$ cat config.mk
export PLATFORM = sky130hd
export DESIGN_NAME = mspa_dist
export DESIGN_NICKNAME = d
export VERILOG_FILES = /design/src/sv/min_spacing_point_admission_defines.svh /design/src/sv/mspa_pkg.sv /design/src/sv/mspa_dist.sv
export SDC_FILE = /design/constraint.sdc
export NUM_CORES = 2
export LEC_CHECK = 0
export BUFFER_PORTS_ARGS = -buffer_cell sky130_fd_sc_hd__buf_2
export CAP_MARGIN = 30
export CELL_PAD_IN_SITES_DETAIL_PLACEMENT = 2
export CELL_PAD_IN_SITES_GLOBAL_PLACEMENT = 2
export CORE_MARGIN = 2
export CORE_UTILIZATION = 38
export CTS_CLUSTER_SIZE = 16
export DETAILED_ROUTE_END_ITERATION = 6
export PLACE_DENSITY = 0.84
export SYNTH_ARGS = -nofsm -noshare
export SYNTH_HDL_FRONTEND = slang
export SYNTH_SLANG_ARGS = --single-unit
$ cat constraint.sdc
create_clock -name clk -period 5.55 [get_ports clk]
set_input_delay 0.555 -clock clk [delete_from_list [all_inputs] [get_ports clk]]
set_output_delay 0.555 -clock clk [all_outputs]
set_load 0.1 [all_outputs]
$ cat src/sv/min_spacing_point_admission_defines.svh
// ----------------------------------------------------------------------------
// Minimum-spacing point admission: assertion macros
// Shared concurrent check forms, clocked on clk and quiet during reset.
// ----------------------------------------------------------------------------
`ifndef MIN_SPACING_POINT_ADMISSION_DEFINES_SVH
`define MIN_SPACING_POINT_ADMISSION_DEFINES_SVH

// Same-cycle implication
`define MSPA_ASSERT_NOW(label, ante, cons, msg) \
  label: assert property (@(posedge clk) disable iff (!rst_n) (ante) |-> (cons)) \
    else $error(msg);

// Next-cycle implication
`define MSPA_ASSERT_NEXT(label, ante, cons, msg) \
  label: assert property (@(posedge clk) disable iff (!rst_n) (ante) |=> (cons)) \
    else $error(msg);

`endif

$ cat src/sv/mspa_pkg.sv
// ----------------------------------------------------------------------------
// mspa_pkg
// Types and constants of the minimum-spacing point admission block.
// ----------------------------------------------------------------------------
package mspa_pkg;

  // Point store geometry
  localparam int CAPACITY = 8192;
  localparam int ADDR_W   = $clog2(CAPACITY);
  localparam int CNT_W    = 14;

  // Register indexes
  localparam logic [1:0] REG_MIN_DISTANCE   = 2'd0;
  localparam logic [1:0] REG_MAX_COUNT      = 2'd1;
  localparam logic [1:0] REG_MAX_ATTEMPTS   = 2'd2;
  localparam logic [1:0] REG_ALLOW_OVERLAPS = 2'd3;

  // Register reset values
  localparam logic [14:0] MIN_DISTANCE_RST = 15'd1802;
  localparam logic [13:0] MAX_COUNT_RST    = 14'd6000;
  localparam logic [15:0] MAX_ATTEMPTS_RST = 16'd6000;

  // Input beat
  typedef struct packed {
    logic signed [15:0] cand_z;
    logic signed [15:0] cand_x;
  } in_t;

  // Result beat
  typedef struct packed {
    logic              accepted;
    logic [12:0]       slot_index;
    logic [CNT_W-1:0]  stored_count;
    logic              finished;
  } out_t;

  // Distance pipeline status toward the controller
  typedef struct packed {
    logic busy;
    logic hit;
  } dist_stat_t;

endpackage

$ cat src/sv/mspa_dist.sv
// ----------------------------------------------------------------------------
// mspa_dist
// Three-stage squared-distance pipeline: difference, square, sum and compare.
// ----------------------------------------------------------------------------
module mspa_dist (
  input  logic                    clk,
  input  logic                    rst_n,
  input  logic                    issue,
  input  mspa_pkg::in_t           cand,
  input  logic [31:0]             point,
  input  logic [29:0]             limit,
  output mspa_pkg::dist_stat_t    stat
);
  import mspa_pkg::*;

  logic               v1_r, v2_r, v3_r;
  logic signed [16:0] dx_r, dz_r;
  logic [33:0]        sqx_r, sqz_r;
  logic signed [33:0] sqx_full, sqz_full;
  logic [34:0]        d2;

  // Beat tracking: read data arrives in the cycle after issue
  always_ff @(posedge clk) begin
    if (!rst_n) begin
      v1_r <= 1'b0;
      v2_r <= 1'b0;
      v3_r <= 1'b0;
    end else begin
      v1_r <= issue;
      v2_r <= v1_r;
      v3_r <= v2_r;
    end
  end

  assign sqx_full = dx_r * dx_r;
  assign sqz_full = dz_r * dz_r;

  // Datapath registers
  always_ff @(posedge clk) begin
    dx_r  <= 17'(cand.cand_x) - 17'(signed'(point[15:0]));
    dz_r  <= 17'(cand.cand_z) - 17'(signed'(point[31:16]));
    sqx_r <= 34'(unsigned'(sqx_full));
    sqz_r <= 34'(unsigned'(sqz_full));
  end

  // Strictly closer than the minimum spacing blocks the candidate
  assign d2        = 35'(sqx_r) + 35'(sqz_r);
  assign stat.hit  = v3_r && (d2 < 35'(limit));
  assign stat.busy = v1_r || v2_r || v3_r;

endmodule

# [Word-level counts from Yosys, hierarchy flattened]
# Cells that the tools add are included.
[op_classes] n_addsub=3 reduce_logical=3 order_cmp=1 n_mul=2
[op_table] operator="$mul 17x17->34" n=2
[op_table] operator="$add 34x34->35" n=1
[op_table] operator="$lt 35x30->1" n=1
[op_table] operator="$sub 16x16->17" n=2
[op_table] operator="$logic_or 1x1->1" n=2
[op_table] operator="$logic_and 1x1->1" n=1
[totals] out_inout_bits=2 word_cells=16 register_bits=105

# [Depth between registers and ports, before layout]
[depth] ltp_word=3 mapped_depth=26 depth_no_buf=24

# [Worst setup path after synthesis]
# Ideal clock, no wire load.
[synth_timing] path_kind="reg-to-reg" startpoint="reg dz_r[16]" endpoint="reg sqz_r[32]" synth_period_minus_slack_ns=6.125 t_arrival_ns=6.061 stages_incl_launch_ff=22 path_buffers=2 setup_slack_ns=-0.575 path_cell_list="dfxtp_1 -> clkbuf_1 -> clkbuf_1 -> nand2_1 -> fa_1 -> inv_1 -> fa_1 -> fa_1 -> fa_1 -> fa_1 -> inv_1 -> fa_1 -> inv_1 -> ha_1 -> a21o_1 -> a21o_1 -> a21oi_1 -> nor2b_1 -> o21ai_0 -> o311ai_1 -> or4_1 -> nand4_1"
[synth_via] elab_chain_len=1
[synth_rtl] element="start: declaration" line_no="mspa_dist.sv:17" text="logic signed [16:0] dx_r, dz_r;"
[synth_rtl] element="start signal: assignment" line_no="mspa_dist.sv:41" text="dz_r <= 17'(cand.cand_z) - 17'(signed'(point[31:16]));"
[synth_rtl] element="$mul 17x17->34" line_no="mspa_dist.sv:36" text="assign sqz_full = dz_r * dz_r;"
[synth_rtl] element="net sqz_full[32]" line_no="mspa_dist.sv:19" text="logic signed [33:0] sqx_full, sqz_full;"
[synth_rtl] element="end signal: assignment" line_no="mspa_dist.sv:43" text="sqz_r <= 34'(unsigned'(sqz_full));"
[synth_rtl] element="end: declaration" line_no="mspa_dist.sv:18" text="logic [33:0] sqx_r, sqz_r;"
# The timed path passes the listed nets, and every way through them passes these cells.
# A chain may end at the register's enable or synchronous reset.

# [Worst setup path after layout]
[layout_timing] startpoint="reg dz_r[12]" endpoint="reg sqz_r[30]"
# The elaborated chain is that of the path after synthesis.

==> flow_summary_export.csv <==
group,metric,value,unit
status,status,"finished with violations",
status,violations,"setup timing",
timing,setup_viol,46,
floorplanning,initial_core_util,38.56,%
setup_path,reg2reg_to,"sqz_r[30]",
floorplanning,die_x,263.0,um
finish,n_fill_cell,6870,
logic_synthesis,synth_compound_area_share,7.712,%
timing,worst_pin_slew,0.7286,ns
logic_synthesis,synth.net_count,3695,
logic_synthesis,yosysUniqueCellTypes,63,
grt,grt_pass1_wl,206.3,mm
floorplanning,ios,99,
routing,post_drt_wl_per_cell,40.09,um
grt,overflow,0,
cts,clk_path_buf_depth,2,
logic_synthesis,synth_ff_type,"dfxtp_1",
finish,finish.utilization,50.77,%
timing,hold_ws,0.3118,ns
routing,drt_iter0_markers,2330,
setup_path,crit_slowest_cell,"fa_2",
cts,htree_levels,3,
grt,grtUsageTotal,41.37,%
setup_path,critPathRequiredTime,5.90,ns
worst_hold_path,whs_endpoint,"v1_r",
finish,finalNetCount,4251,
routing,ant_nets,0,
setup_path,r2r_slack,-1.79,ns
logic_synthesis,synth_xor_area_share,4.501,%
setup_path,cp_cell_sequence,"buf_4 -> inv_1 -> nor2_2 -> inv_1 -> fa_2 -> fa_2 -> fa_1 -> inv_2 -> fa_1 -> fa_2 -> clkinvlp_4 -> fa_2 -> inv_2 -> ha_4 -> o2111a_1 -> a211o_1 -> nand2b_1 -> a21oi_4 -> nor2_4 -> a211o_4 -> o311ai_4 -> buf_4 -> xor2_1",
placement,pre_cts_ws,-0.9922,ns
finish,multi_input_area,22390,um2
logic_synthesis,netlist_area,25490,um2
finish,drive_gt1_share,33.33,%
routing,vias,26165,
setup_path,cp.arrival,7.69,ns
cts,clkTransAtPathRegs,0.10,ns
logic_synthesis,synth-simple-area-share,11.55,%
timing,setup_ws,-1.789,ns
timing,slew_headroom,51.08,%
timing,fin_crit,7.339,ns
finish,area_growth,31.66,%
floorplanning,fp.dieArea,69170,um2
routing,remaining_drc_errors,0,
logic_synthesis,synthTopCellsByArea,"fa_1 (42%), ha_1 (14%), inv_1 (12%)",
logic_synthesis,synthMuxAreaShare,0.2454,%
cts,cts_hold_buf,0,
logic_synthesis,post-synth-top-area-fraction,42.02,%
logic_synthesis,synthAdderAreaFrac,55.57,%
floorplanning,row_count,94,
cts,root_buffer,"clkbuf_16",
worst_hold_path,min-delay-start,"issue",
job,drv_cap,0,
grt,antenna_found_initial,11,
cts,clock_sinks,103,
setup_path,reg2reg_from,"dz_r[12]",
logic_synthesis,yosysWarnings,0,
timing,maxSlewViolCount,0,
logic_synthesis,ys_seq_elements,103,
timing,hold_violations,0,
finish,regArea,2177,um2
worst_hold_path,whs_path_depth,2,
cts,tritoncts,"done",
timing,period_share,132.2,%
setup_path,ff2ff_path_depth,23,
timing,rsz0062_at_grt,"true",
routing,vias_per_cell,6.202,
timing,fin_setup_tns,-48.81,ns
timing,finClkSkew,0.04578,ns
placement,hpwl,84.75,mm
logic_synthesis,synth_area_per_cell,9.146,um2
setup_path,max_stage_delay,0.79,ns
cts,cts_buffers,9,
placement,portBuffers,98,
routing,routed_wl,169.2,mm
timing,timing.fmax,136.3,MHz
setup_path,start_kind,"flip-flop",
logic_synthesis,async_reset_ff_share,0,%
cts,insertion_delay,0.47,ns
routing,drt-pass1-iter-count,7,
grt,grt_max_degree,19,
setup_path,crit_top_cell,"fa_2",
grt,grt_pass1_vias,29577,
logic_synthesis,yosysTopAreaCell,"fa_1",
logic_synthesis,netlist_instances,2787,
setup_path,end_kind,"flip-flop",
setup_path,crit_path_max_fanout,6,
logic_synthesis,synth_edf_count,0,
worst_hold_path,hp-class,"in -> reg",
floorplanning,core_area,66100,um2
floorplanning,die_h,263.0,um
setup_path,crit_type,"reg -> reg",
placement,place.gp.congestion,0.8752,
logic_synthesis,synth_top_family_by_area,"adder cells",
logic_synthesis,yosysSeqAreaShare,8.090,%
-- placed cells by master, fill, tap and decap left out, types with 28 or more instances in the layout --
cell	n
a21o_1	37
buf_6	65
o21ai_0	31
xnor2_1	95
dfxtp_1	69
a21oi_1	49
and2_4	28
nand2_1	151
inv_2	71
fa_2	77
buf_4	423
and2_1	78
buf_2	97
inv_1	706
dfxtp_4	29
nand2_2	43
ha_4	41
nor2b_1	41
ha_1	221
nor2_1	83
fa_1	458
-- cell families after synthesis --
logic type / count (synthesis)
AOI/OAI and AO/OA: 293
muxes: 6
xor gates and xnor gates: 131
buffers and inverters: 838
and+or+nand+nor: 605
adders and majority gates: 811
DFF: 103
-- layout make-up --
cell class              instances  share of cell area (%)
diodes                          7                 0.05220
clock buffers                  11                  0.7867
clock inverters                 5                  0.1268
inverters                     786                   8.866
multi-input cells            1846                   66.73
flip-flops and latches        103                   6.487
well taps                     864                   3.221
repair buffers                597                   13.73
-- state kept, by name, summed over array words and instances, names as in the netlist --
register  flops
v3_r          1
v2_r          1
v1_r          1
dz_r         17
sqx_r        33
sqz_r        33
dx_r         17
-- synth_stat cells, types with 4 or more instances --
cell and n:
a2111oi_0 5, a211o_1 8, a211oi_1 8, a21boi_0 6, a21o_1 37, a21oi_1 86
a31o_2 10, a31oi_1 11, and2_1 108, and3_1 14, clkbuf_1 52, dfxtp_1 103
fa_1 535, ha_1 276, inv_1 785, mux2i_1 4, nand2_1 210, nand2b_1 18
nand3_1 32, nand4_1 13, nor2_1 107, nor2b_1 43, nor3_1 26, nor4_1 5
o211ai_1 9, o21a_1 15, o21ai_0 48, o21bai_1 8, o31a_1 4, o31ai_1 4
or2_2 8, or3_1 8, xnor2_1 109, xor2_1 22
-- worst max path at each step --
| stage | endpoint | cells past startpoint | slack, ns | from |
|---|---|---|---|---|
| floorplan | sqz_r[32] | 21 | -0.18 | dz_r[16] |
| global placement | sqx_r[31] | 21 | -0.59 | dx_r[1] |
| detailed placement | sqx_r[31] | 22 | -0.99 | dx_r[3] |
| CTS | sqx_r[32] | 23 | -0.63 | dx_r[9] |
| global route | sqz_r[30] | 23 | -1.76 | dz_r[12] |
| finish | sqz_r[30] | 23 | -1.79 | dz_r[12] |
-- timing repair --
action | CTS | global route
gates cloned | 0 | 0
endpoints found under the setup margin | 40 | 44
setup buffers | 78 | 73
resized for setup | 396 | 238
pin swaps | 179 | 166
-- critical path, delay by kind of cell (launching register included) --
kind                     cells  cell delay, ns
flip-flops                   1            0.43
XOR/XNOR                     1            0.18
AO/OA/AOI/OAI                5            1.27
adder cells (fa/ha/maj)      7            3.72
AND/OR/NAND/NOR              3            0.47
buffers and inverters        7            1.14
-- per-stage QoR --
stage	std cells	cell area, um2
floorplan	2787	26010
global placement	4055	29820
detailed placement	4055	29820
CTS	4147	32170
global route	4214	33550
finish	4219	33560
-- per-layer routing --
layer	GRT usage [%]	wire, um	vias up
met4	35.46	22110	10
li1	-	-	9520
met1	40.75	53000	13152
met3	11.17	15680	1321
met5	0	140	-
met2	72.20	78220	2162
Power is left out: the tool's default activity adds up to more than one toggle a clock period on the data nets, which glitch-free logic cannot reach.
